<file path="src/hw/rtl/csra_pkg.sv">
`timescale 1ns / 1ps
// ----------------------------------------------------------------------------
// csra_pkg
// Shared types and constants of the contiguous slot run allocator.
// ----------------------------------------------------------------------------
package csra_pkg;

    // number of page slots, a multiple of DIGIT_W
    localparam int SLOT_COUNT = 512;
    // slots held in one bitmap row, all scanned together
    localparam int DIGIT_W    = 8;
    localparam int DIG_IW     = $clog2(DIGIT_W);
    localparam int ROWS       = SLOT_COUNT / DIGIT_W;
    localparam int ROW_W      = (ROWS > 1) ? $clog2(ROWS) : 1;
    // slot index arithmetic, wide enough for start plus count
    localparam int WIDE_W     = 13;

    localparam int OP_W    = 2;
    localparam int CNT_W   = 10;
    localparam int ADDR_W  = 48;
    localparam int STAT_W  = 3;
    localparam int IDX_W   = 9;
    localparam int PAGE_SH = 12;
    localparam int BASE_BIT = 39;

    localparam logic [OP_W-1:0] OP_ALLOC  = 2'd0;
    localparam logic [OP_W-1:0] OP_FREE   = 2'd1;
    localparam logic [OP_W-1:0] OP_LOCK   = 2'd2;
    localparam logic [OP_W-1:0] OP_UNLOCK = 2'd3;

    localparam logic [STAT_W-1:0] ST_OK         = 3'd0;
    localparam logic [STAT_W-1:0] ST_NO_RUN     = 3'd1;
    localparam logic [STAT_W-1:0] ST_LOCKED     = 3'd2;
    localparam logic [STAT_W-1:0] ST_BAD_TOP    = 3'd3;
    localparam logic [STAT_W-1:0] ST_BAD_SECOND = 3'd4;
    localparam logic [STAT_W-1:0] ST_BAD_THIRD  = 3'd5;
    localparam logic [STAT_W-1:0] ST_PAST_END   = 3'd6;
    localparam logic [STAT_W-1:0] ST_NOT_ALLOC  = 3'd7;

    typedef logic [ROW_W-1:0]   t_row;
    typedef logic [DIGIT_W-1:0] t_digit;
    typedef logic [WIDE_W-1:0]  t_wide;

    typedef struct packed {
        logic   en;
        t_row   row;
        t_digit data;
    } t_bm_wr;

    typedef enum logic [2:0] {
        S_IDLE,
        S_DEC,
        S_ASCAN,
        S_RD,
        S_WR,
        S_DONE
    } t_state;

endpackage

</file>
<file path="src/hw/rtl/csra_bitmap.sv">
`timescale 1ns / 1ps
// ----------------------------------------------------------------------------
// csra_bitmap
// Slot bitmap memory, one row of DIGIT_W slots per word, registered read.
// A per-row valid flag cleared by reset makes unwritten rows read as free.
// ----------------------------------------------------------------------------
module csra_bitmap (
    input  logic            i_clk,
    input  logic            i_rst_n,
    input  csra_pkg::t_row  i_rd_row,
    input  csra_pkg::t_bm_wr i_wr,
    output csra_pkg::t_digit o_rd_data
);
    import csra_pkg::*;

    t_digit           r_mem [ROWS];
    logic [ROWS-1:0]  r_vld;
    t_digit           r_rd_data;
    logic             r_rd_vld;

    always_ff @(posedge i_clk) begin
        if (i_wr.en) begin
            r_mem[i_wr.row] <= i_wr.data;
        end
        r_rd_data <= r_mem[i_rd_row];
    end

    always_ff @(posedge i_clk) begin
        if (!i_rst_n) begin
            r_vld    <= '0;
            r_rd_vld <= 1'b0;
        end else begin
            if (i_wr.en) begin
                r_vld[i_wr.row] <= 1'b1;
            end
            r_rd_vld <= r_vld[i_rd_row];
        end
    end

    assign o_rd_data = r_rd_vld ? r_rd_data : '0;

endmodule

</file>
<file path="src/hw/rtl/contiguous_slot_run_allocator_top.sv">
`timescale 1ns / 1ps
// ----------------------------------------------------------------------------
// contiguous_slot_run_allocator_top
// First-fit contiguous run allocator over a bitmap of page slots.
// ----------------------------------------------------------------------------
// Input channel (i_valid / o_ready) takes one command beat: operation, slot
// count and region address. Output channel (o_valid / i_ready) returns one
// beat per command: status and run address (zero unless allocate succeeds).
// One command is in flight at a time; o_ready is high only while idle.
// The bitmap is held as ROWS rows of DIGIT_W slots. An allocate scans rows
// lowest first, one row per cycle, up to ROWS = 64 rows; then allocate and
// free read-modify-write each row of the run in turn, reading it in S_RD and
// writing it in S_WR. A finished result sits in the output register; if the
// receiver stalls, the next command is still accepted and runs until its own
// result waits for the output register to drain. Reset frees every slot (the
// per-row valid flags are all cleared at once) and clears the lock; no
// clearing pass.
// ----------------------------------------------------------------------------
module contiguous_slot_run_allocator_top (
    input  logic                          i_clk,
    input  logic                          i_rst_n,
    input  logic                          i_valid,
    output logic                          o_ready,
    input  logic [csra_pkg::OP_W-1:0]     i_operation,
    input  logic [csra_pkg::CNT_W-1:0]    i_slot_count,
    input  logic [csra_pkg::ADDR_W-1:0]   i_region_address,
    output logic                          o_valid,
    input  logic                          i_ready,
    output logic [csra_pkg::STAT_W-1:0]   o_status,
    output logic [csra_pkg::ADDR_W-1:0]   o_run_address
);
    import csra_pkg::*;

    t_state              r_state, n_state;
    logic [OP_W-1:0]     r_op;
    logic [CNT_W-1:0]    r_count;
    logic [ADDR_W-1:0]   r_addr;
    logic                r_locked, n_locked;
    t_row                r_row, n_row;
    logic [CNT_W-1:0]    r_run, n_run;
    t_wide               r_first, n_first;
    t_wide               r_last, n_last;
    logic [STAT_W-1:0]   r_res_status, n_res_status;
    logic [ADDR_W-1:0]   r_res_addr, n_res_addr;
    logic                r_o_valid;
    logic [STAT_W-1:0]   r_o_status;
    logic [ADDR_W-1:0]   r_o_addr;

    t_row                rd_row;
    t_bm_wr              bm_wr;
    t_digit              rd_data;

    // scan of one row
    logic [CNT_W-1:0]    run_c;
    logic                hit;
    logic [DIG_IW-1:0]   hit_j;
    t_wide               hit_end;
    t_wide               hit_first;

    // read-modify-write of one row
    t_digit              in_rng;
    t_digit              clr_mask;
    logic                miss;
    t_wide               slot_idx;
    logic                last_row;

    logic                accept;
    logic                out_load;
    logic [IDX_W-1:0]    f_start;
    t_wide               f_start_w;

    assign accept  = i_valid && o_ready;
    assign o_ready = (r_state == S_IDLE);
    assign f_start = r_addr[PAGE_SH+IDX_W-1:PAGE_SH];
    assign f_start_w = WIDE_W'(f_start);

    csra_bitmap u_bitmap (
        .i_clk     (i_clk),
        .i_rst_n   (i_rst_n),
        .i_rd_row  (rd_row),
        .i_wr      (bm_wr),
        .o_rd_data (rd_data)
    );

    // run counting across one row, lowest slot first
    always_comb begin
        run_c = r_run;
        hit   = 1'b0;
        hit_j = '0;
        for (int j = 0; j < DIGIT_W; j++) begin
            if (!hit) begin
                if (rd_data[j]) begin
                    run_c = '0;
                end else begin
                    run_c = run_c + CNT_W'(1);
                end
                if (run_c == r_count) begin
                    hit   = 1'b1;
                    hit_j = DIG_IW'(j);
                end
            end
        end
        hit_end   = WIDE_W'({r_row, hit_j});
        hit_first = hit_end + WIDE_W'(1) - WIDE_W'(r_count);
    end

    // slots of the current row inside [first, last], and the first free one
    always_comb begin
        in_rng   = '0;
        clr_mask = '0;
        miss     = 1'b0;
        slot_idx = '0;
        for (int j = 0; j < DIGIT_W; j++) begin
            slot_idx  = WIDE_W'({r_row, DIG_IW'(j)});
            in_rng[j] = (slot_idx >= r_first) && (slot_idx <= r_last);
            if (in_rng[j] && !miss) begin
                if (!rd_data[j]) begin
                    miss = 1'b1;
                end else begin
                    clr_mask[j] = 1'b1;
                end
            end
        end
        last_row = (WIDE_W'(r_row) == (r_last >> DIG_IW));
    end

    always_ff @(posedge i_clk) begin
        if (!i_rst_n) begin
            r_state  <= S_IDLE;
            r_locked <= 1'b0;
        end else begin
            r_state  <= n_state;
            r_locked <= n_locked;
        end
    end

    always_ff @(posedge i_clk) begin
        if (accept) begin
            r_op    <= i_operation;
            r_count <= i_slot_count;
            r_addr  <= i_region_address;
        end
        r_row        <= n_row;
        r_run        <= n_run;
        r_first      <= n_first;
        r_last       <= n_last;
        r_res_status <= n_res_status;
        r_res_addr   <= n_res_addr;
    end

    always_comb begin
        n_state      = r_state;
        n_locked     = r_locked;
        n_row        = r_row;
        n_run        = r_run;
        n_first      = r_first;
        n_last       = r_last;
        n_res_status = r_res_status;
        n_res_addr   = r_res_addr;
        rd_row       = r_row;
        bm_wr.en     = 1'b0;
        bm_wr.row    = r_row;
        bm_wr.data   = rd_data;
        case (r_state)
            S_IDLE: begin
                if (accept) begin
                    n_state = S_DEC;
                end
            end
            S_DEC: begin
                n_res_status = ST_OK;
                n_res_addr   = '0;
                n_state      = S_DONE;
                case (r_op)
                    OP_ALLOC: begin
                        if (r_count == '0) begin
                            n_res_status = ST_NO_RUN;
                        end else begin
                            rd_row  = '0;
                            n_row   = '0;
                            n_run   = '0;
                            n_state = S_ASCAN;
                        end
                    end
                    OP_FREE: begin
                        if (r_locked) begin
                            n_res_status = ST_LOCKED;
                        end else if (r_addr[ADDR_W-1:BASE_BIT] != IDX_W'(1)) begin
                            n_res_status = ST_BAD_TOP;
                        end else if (r_addr[BASE_BIT-1:BASE_BIT-IDX_W] != '0) begin
                            n_res_status = ST_BAD_SECOND;
                        end else if (r_addr[BASE_BIT-IDX_W-1:PAGE_SH+IDX_W] != '0) begin
                            n_res_status = ST_BAD_THIRD;
                        end else if (r_count == '0) begin
                            n_res_status = ST_OK;
                        end else if (f_start_w >= WIDE_W'(SLOT_COUNT)) begin
                            n_res_status = ST_PAST_END;
                        end else begin
                            n_first = f_start_w;
                            n_last  = f_start_w + WIDE_W'(r_count) - WIDE_W'(1);
                            n_row   = f_start_w[ROW_W+DIG_IW-1:DIG_IW];
                            n_state = S_RD;
                        end
                    end
                    OP_LOCK: begin
                        n_locked = 1'b1;
                    end
                    OP_UNLOCK: begin
                        n_locked = 1'b0;
                    end
                    default: begin
                        n_locked = r_locked;
                    end
                endcase
            end
            S_ASCAN: begin
                // rd_data holds row r_row, the next row is being fetched
                rd_row = r_row + ROW_W'(1);
                if (hit) begin
                    n_first = hit_first;
                    n_last  = hit_end;
                    n_row   = hit_first[ROW_W+DIG_IW-1:DIG_IW];
                    n_state = S_RD;
                end else if (r_row == ROW_W'(ROWS - 1)) begin
                    n_res_status = ST_NO_RUN;
                    n_res_addr   = '0;
                    n_state      = S_DONE;
                end else begin
                    n_row = r_row + ROW_W'(1);
                    n_run = run_c;
                end
            end
            S_RD: begin
                n_state = S_WR;
            end
            S_WR: begin
                bm_wr.en = 1'b1;
                n_state  = S_RD;
                n_row    = r_row + ROW_W'(1);
                if (r_op == OP_ALLOC) begin
                    bm_wr.data = rd_data | in_rng;
                    if (last_row) begin
                        n_res_status = ST_OK;
                        n_res_addr   = (ADDR_W'(r_first) << PAGE_SH)
                                       | (ADDR_W'(1) << BASE_BIT);
                        n_state      = S_DONE;
                    end
                end else begin
                    bm_wr.data = rd_data & ~clr_mask;
                    if (miss) begin
                        n_res_status = ST_NOT_ALLOC;
                        n_state      = S_DONE;
                    end else if (last_row) begin
                        n_res_status = ST_OK;
                        n_state      = S_DONE;
                    end else if (r_row == ROW_W'(ROWS - 1)) begin
                        n_res_status = ST_PAST_END;
                        n_state      = S_DONE;
                    end
                end
            end
            S_DONE: begin
                if (out_load) begin
                    n_state = S_IDLE;
                end
            end
            default: begin
                n_state = S_IDLE;
            end
        endcase
    end

    // output register, loads when empty or draining this cycle
    assign out_load = (r_state == S_DONE) && (!r_o_valid || i_ready);

    always_ff @(posedge i_clk) begin
        if (!i_rst_n) begin
            r_o_valid <= 1'b0;
        end else if (out_load) begin
            r_o_valid <= 1'b1;
        end else if (i_ready) begin
            r_o_valid <= 1'b0;
        end
    end

    always_ff @(posedge i_clk) begin
        if (out_load) begin
            r_o_status <= r_res_status;
            r_o_addr   <= r_res_addr;
        end
    end

    assign o_valid       = r_o_valid;
    assign o_status      = r_o_status;
    assign o_run_address = r_o_addr;

    a_wr_only_in_rmw: assert property (@(posedge i_clk) disable iff (!i_rst_n)
        bm_wr.en |-> (r_state == S_WR))
        else $error("bitmap written outside read-modify-write");

    a_accept_to_decode: assert property (@(posedge i_clk) disable iff (!i_rst_n)
        accept |=> (r_state == S_DEC))
        else $error("accepted beat not decoded next cycle");

    a_run_below_count: assert property (@(posedge i_clk) disable iff (!i_rst_n)
        (r_state == S_ASCAN) |-> (r_run < r_count))
        else $error("run length passed requested count during scan");

    a_fail_zero_addr: assert property (@(posedge i_clk) disable iff (!i_rst_n)
        (o_valid && (o_status != ST_OK)) |-> (o_run_address == '0))
        else $error("failed beat carries a run address");

    a_addr_has_base: assert property (@(posedge i_clk) disable iff (!i_rst_n)
        (o_valid && (o_run_address != '0)) |-> o_run_address[BASE_BIT])
        else $error("run address missing region base bit");

endmodule

</file>
<file path="config.mk">
export PLATFORM = sky130hd
export DESIGN_NAME = contiguous_slot_run_allocator_top
export DESIGN_NICKNAME = d
export VERILOG_FILES = /design/src/hw/rtl/csra_pkg.sv /design/src/hw/rtl/csra_bitmap.sv /design/src/hw/rtl/contiguous_slot_run_allocator_top.sv
export SDC_FILE = /design/constraint.sdc
export NUM_CORES = 1
export LEC_CHECK = 0
export ABC_AREA = 1
export BUFFER_PORTS_ARGS = -buffer_cell sky130_fd_sc_hd__buf_2
export CORE_ASPECT_RATIO = 1.2
export CORE_MARGIN = 2
export CORE_UTILIZATION = 58
export DETAILED_ROUTE_END_ITERATION = 6
export GPL_TIMING_DRIVEN = 0
export PLACE_DENSITY_LB_ADDON = 0.05
export SYNTH_ARGS = -nofsm -noshare
export SYNTH_HDL_FRONTEND = slang
export SYNTH_SLANG_ARGS = --single-unit
export TNS_END_PERCENT = 30
</file>
<file path="constraint.sdc">
create_clock -name i_clk -period 17.05 [get_ports i_clk]
set_input_delay 0 -clock i_clk [delete_from_list [all_inputs] [get_ports i_clk]]
set_output_delay 0 -clock i_clk [all_outputs]
set_load 0.02 [all_outputs]
</file>
# == After elaboration in Yosys (flattened, before gate mapping) ==
# Memories as Yosys holds them, arrays and structs flattened. A register that Yosys moved wholly into a read port is not among the register bits.
# Cells that the tools add are included.
# classes
n_bitwise,4
magnitude_cmp,20
eq_ne,46
reduce_logical,43
add_sub_neg,13
muxes,171
# ops
cell,n
$mux W10,26
$mux W13,16
$mux W48,4
$pmux W48 S3,1
$mux W3,41
$ge A9 B13 Y1,8
$le A9 B13 Y1,8
$add A10 B1 Y10 const B,8
$eq A10 B10 Y1,8
$or A64 B64 Y64,1
$mux W6,10
$mux W1,57
$pmux W13 S2,2
$ne A2 B2 Y1 const B,15
$ne A3 B3 Y1 const B,10
$mux W8,3
$pmux W6 S2,2
$pmux W10 S2,1
$logic_and A1 B1 Y1,18
$pmux W3 S6,1
$pmux W6 S3,1
$reduce_and A9 Y1,2
$reduce_bool A9 Y1,2
$reduce_and A5 Y1,3
35 further kinds,49
# totals
out_inout_bits,53
ff_bits,274
ramBits,512
inputBits,64
n_memories,1
# memory_table
memory,words,word_bits,rd,rd_ports_with_merged_regs,wr,line,text
u_bitmap.r_mem,64,8,1,1,1,csra_bitmap.sv:16,t_digit r_mem [ROWS];

# == Depth between registers and ports, before layout ==
# depth
depth_word,36
mapped_depth,81
mapped_depth_nobuf,80

# == Cells and area by module ==
# From an unflattened synthesis, not the netlist that was laid out.
# hier_totals
cells_unflattened,4033
area_unflattened_um2,36667.7
# modules_own_cells
mod,instances,cells_each,area_each_um2,seq_area_each_um2
csra_bitmap,1,2166,23805.3,16836.1
contiguous_slot_run_allocator_top,1,1867,12862.3,3613.5

# == Least setup slack after synthesis ==
# Ideal clock, no wire load.
# synth_path
kind,reg2reg
startpoint,register r_run[0]
endpoint,"register r_first[9], data pin"
path_stages_with_launch,70
t_arrival_ns,8.280
synth_period_minus_slack_ns,8.539
setup_slack_ns,8.511
cell_sequence,edfxtp_1 > ha_1 > nand2_1 > inv_1 > nor2_1 > o21ai_0 > nor3_4 > nand3_4 > nand2_1 > nand2_1 > ha_1 > nand2_1 > xor2_1 > inv_1 > nand2_1 > nor2_1 > nand3_1 > nor2_1 > (+34 left out) > a22oi_1 > ha_1 > inv_1 > ha_1 > inv_1 > fa_1 > o21ai_0 > inv_1 > nor2_1 > nor2_1 > inv_1 > a21oi_1 > nor2_1 > nor2_1 > inv_1 > a21oi_1 > o21ai_0 > a21oi_1
# synth_between
elab_chain_cells,36
word_cells_on_any_way,68
# synth_rtl
element,line,text
from (decl),contiguous_slot_run_allocator_top.sv:40,"logic [CNT_W-1:0] r_run, n_run;"
from (signal assigned),contiguous_slot_run_allocator_top.sv:144,r_run <= n_run;
$add A10 B1 Y10 *,contiguous_slot_run_allocator_top.sv:95,run_c = run_c + CNT_W'(1);
$mux W10 *,contiguous_slot_run_allocator_top.sv:92,if (rd_data[j]) begin
$add A10 B1 Y10,contiguous_slot_run_allocator_top.sv:95,
$mux W10,contiguous_slot_run_allocator_top.sv:92,
$mux W10 (2 in series),contiguous_slot_run_allocator_top.sv:91,if (!hit) begin
$add A10 B1 Y10,contiguous_slot_run_allocator_top.sv:95,
$mux W10,contiguous_slot_run_allocator_top.sv:92,
$mux W10 (2 in series),contiguous_slot_run_allocator_top.sv:91,
(+18 left out),n/a,
$mux W10,contiguous_slot_run_allocator_top.sv:91,
$eq A10 B10 Y1,contiguous_slot_run_allocator_top.sv:97,if (run_c == r_count) begin
$mux W3,contiguous_slot_run_allocator_top.sv:97,
$mux W3 *,contiguous_slot_run_allocator_top.sv:91,
$add A9 B1 Y10 *,contiguous_slot_run_allocator_top.sv:104,hit_first = hit_end + WIDE_W'(1) - WIDE_W'(r_count);
$sub A10 B10 Y11 *,contiguous_slot_run_allocator_top.sv:104,
$mux W13 *,contiguous_slot_run_allocator_top.sv:219,if (hit) begin
$pmux W13 S2 *,contiguous_slot_run_allocator_top.sv:164,case (r_state)
to (signal assigned),contiguous_slot_run_allocator_top.sv:145,r_first <= n_first;
to (decl),contiguous_slot_run_allocator_top.sv:41,"t_wide r_first, n_first;"
# Every way passes the cells marked *; elsewhere a longest branch is shown, timed or not. The select of a mux whose other input is x is not followed.
# A chain may end at the register's enable or synchronous reset.

# == Worst setup path after layout ==
# layout_path
startpoint,register r_count[9]
endpoint,"register r_first[9], data pin"
# layout_between
elab_chain_cells,33
word_cells_on_any_way,63
# layout_rtl
element,line,text
from (decl),contiguous_slot_run_allocator_top.sv:36,logic [CNT_W-1:0] r_count;
from (signal assigned),contiguous_slot_run_allocator_top.sv:140,r_count <= i_slot_count;
$eq A10 B10 Y1,contiguous_slot_run_allocator_top.sv:97,
$mux W1,contiguous_slot_run_allocator_top.sv:97,
$mux W10,contiguous_slot_run_allocator_top.sv:91,
$add A10 B1 Y10,contiguous_slot_run_allocator_top.sv:95,
$mux W10,contiguous_slot_run_allocator_top.sv:92,
$mux W10 (2 in series),contiguous_slot_run_allocator_top.sv:91,
$add A10 B1 Y10,contiguous_slot_run_allocator_top.sv:95,
$mux W10,contiguous_slot_run_allocator_top.sv:92,
(+16 left out),n/a,
$mux W10,contiguous_slot_run_allocator_top.sv:91,
$eq A10 B10 Y1,contiguous_slot_run_allocator_top.sv:97,
$mux W3,contiguous_slot_run_allocator_top.sv:97,
$mux W3,contiguous_slot_run_allocator_top.sv:91,
$add A9 B1 Y10,contiguous_slot_run_allocator_top.sv:104,
$sub A10 B10 Y11 *,contiguous_slot_run_allocator_top.sv:104,
$mux W13 *,contiguous_slot_run_allocator_top.sv:219,
$pmux W13 S2 *,contiguous_slot_run_allocator_top.sv:164,
# Marked as above.

==> reports/results.tsv <==
metric	value	unit
hpwl dp	80.9	mm
library cells used by synthesis	55	
Crit Path Class	flip-flop to flip-flop	
f_max	0.0899	GHz
Final GP Congestion	1.04	
Pre-antenna DRT Iters	7	
number of I/O pins	117	
post-synthesis register bit count	707	
Vias	29000	
largest net degree at the start of global routing	43	
fraction of final layout cells sized beyond drive strength 1	10.5	%
fin crit share	65.3	%
register area share after synthesis	58.8	%
CTS Sinks	707	
Async S/R FF share, synth	0	%
clock root cell	clkbuf_16	
initial antenna violation count	2	
maximum clock insertion buffer count	3	
number of flops mapped to enable cells by yosys	629	
Crit path required time	17.44	ns
Total Routing Usage GR	36.9	%
setup violators final	0	
Clock transition at path regs	0.06	ns
Initial Utilization	58.5	%
Cell Rows	98	
Critical Path End Type	flip-flop	
Iter 0 DRT Violations	3444	
Worst Setup Start Kind	flip-flop	
Die W	228	um
setup ws final	5.92	ns
Setup Buffers After CTS	0	
Worst-Margin Slew	1.25	ns
crit-path max FO	12	
die height	272	um
Num CTS Buffers	72	
port buffer count	70	
Clock Latency Late Sink	0.65	ns
Routed wire per std cell	24.5	um
Warnings, synthesis	0	
Setup Skew	0.0371	ns
Largest stage delay, worst path	0.77	ns
Tmin final	11.13	ns
layout net count	3953	
unrepaired setup endpoints after global routing	false	
number of global-route vias before repair	28100	
HP Class	input pin to flip-flop	
htree depth	3	
drt drc	5	
Slew HR	16.2	%
most frequent cells in the layout	nor2_1 (665), edfxtp_1 (629), nand2_1 (503)	
first-pass GRT wire length	169	mm
final hold vios	0	
pre-CTS WS	5.98	ns
most common cell after layout, fill and taps aside	nor2_1	
CTS tree	yes	
max-slew violations	0	
Fin Setup TNS	0	ns
violated checks	DRC	
routed wire length	115	mm
GRT overflow	0	
ANT nets after route	0	
Slowest cell on crit path	clkinv_1	
syn_area_per_cell	9.71	um2
synthesized cell area	34800	um2
vias per cell	6.19	
status	finished with violations	
Max Cap Violations	0	
Syn Inst Count	3582	
Core Box Area	59500	um2
die area	62000	um2
CP most frequent cell	nand2_1	
CP arrival	11.52	ns
area grow syn2layout	14.0	%
ys flop type	edfxtp_1	
## through the flow
stage / util [%] / instances / cell area, um2 / hold WS [ns]
2_1_floorplan: - / 3615 / 34900 / 0.0976
3_3_place_gp: 61.0 / 4485 / 36300 / 0.177
3_5_place_dp: 61.8 / 4502 / 36700 / 0.178
4_1_cts: 66.7 / 4685 / 39700 / 0.0389
5_1_grt: 66.7 / 4685 / 39700 / 0.0668
6_report: 66.7 / 4686 / 39700 / 0.0696
## what timing repair did
item	4_1_cts	5_1_grt
hold endpoints to repair	67	0
resized for setup	0	0
hold buffers	51	0
## worst paths after layout
kind,cells past startpoint,end,startpoint,slack (ns)
min,2,r_addr[31]$_DFFE_PP_,i_region_address[31],0.07
max reg2reg,67,r_first[9]$_SDFFCE_PN0P_,r_count[9]$_DFFE_PP_,5.92
max,67,r_first[9]$_SDFFCE_PN0P_,r_count[9]$_DFFE_PP_,5.92
min reg2reg,0,o_run_address[13]$_DFFE_PP_,r_res_addr[13]$_SDFFCE_PN0P_,0.41
## flip-flops by register name, indices dropped and copies added (netlist names)
| signal | cells |
|---|---|
| r_locked | 1 |
| r_row | 6 |
| u_bitmap.r_rd_data | 8 |
| r_first | 11 |
| r_res_status | 3 |
| u_bitmap.r_vld | 64 |
| r_addr | 36 |
| r_run | 10 |
| o_run_address | 12 |
| r_res_addr | 12 |
| r_state | 3 |
| r_op | 2 |
| o_valid | 1 |
| r_count | 10 |
| u_bitmap.r_rd_vld | 1 |
| r_last | 12 |
| u_bitmap.r_mem | 512 |
| o_status | 3 |
## synthesized netlist by cell type, drive strengths merged, types with 2 or more instances
| cell | n | area (um2) |
|---|---|---|
| a2111oi | 2 | 17.5 |
| a211oi | 3 | 22.5 |
| a21oi | 51 | 270 |
| a22oi | 5 | 37.5 |
| a31oi | 6 | 37.5 |
| and3 | 3 | 18.8 |
| buf | 71 | 507 |
| clkbuf | 133 | 499 |
| clkinv | 17 | 63.8 |
| dfxtp | 78 | 1560 |
| edfxtp | 629 | 18900 |
| fa | 2 | 40.0 |
| ha | 60 | 751 |
| inv | 260 | 976 |
| nand2 | 541 | 2180 |
| nand3 | 234 | 1310 |
| nand3b | 6 | 45.0 |
| nand4 | 79 | 494 |
| nor2 | 708 | 2830 |
| nor3 | 29 | 161 |
| nor4 | 5 | 31.3 |
| o211ai | 65 | 488 |
| o21a | 2 | 15.0 |
| o21ai | 392 | 1990 |
| o21bai | 10 | 93.8 |
| o221ai | 83 | 727 |
| o22ai | 79 | 494 |
| o31ai | 3 | 22.5 |
| or2 | 2 | 12.5 |
| xor2 | 20 | 175 |
## worst max-delay path, delay by kind of cell (launching register included)
kind            cells  cell delay [ns]
fa+ha+maj           6             1.74
buf+inv            11             1.94
compound gates     10             1.87
xor+xnor            2             0.34
flops               1             0.31
simple gates       38             4.61
## cells by family (layout without fill, tap and decap cells)
logic type / after synthesis / in the layout / synth area share (%)
other: 1 / 35 / 0.0108
xor gates and xnor gates: 21 / 21 / 0.529
DFF: 707 / 707 / 58.8
buffers and inverters: 481 / 751 / 5.88
adders and majority gates: 62 / 62 / 2.27
AOI/OAI and AO/OA: 703 / 703 / 12.2
and+or+nand+nor: 1607 / 1607 / 20.4
## layer usage
metal / up-vias / routed length (um) / track usage [%]
met4: 2 / 8140 / 23.5
met2: 1757 / 55000 / 61.5
met5: - / 8 / 0
met3: 434 / 10600 / 7.01
li1: 13000 / - / -
met1: 13800 / 41000 / 44.0
## layout make-up
class / instances / area (um2)
sequential: 707 / 20400
fill: 4666 / 19800
multi-input combinational: 2427 / 12600
clock buffer: 92 / 1910
timing repair buffer: 138 / 1190
inverter: 277 / 1040
buffer: 204 / 1010
tap: 800 / 1000
clock inverter: 40 / 494
antenna: 1 / 2.50
Power is not shown: default switching activity piles up to over one toggle a cycle in this logic, so the estimate is an artifact.
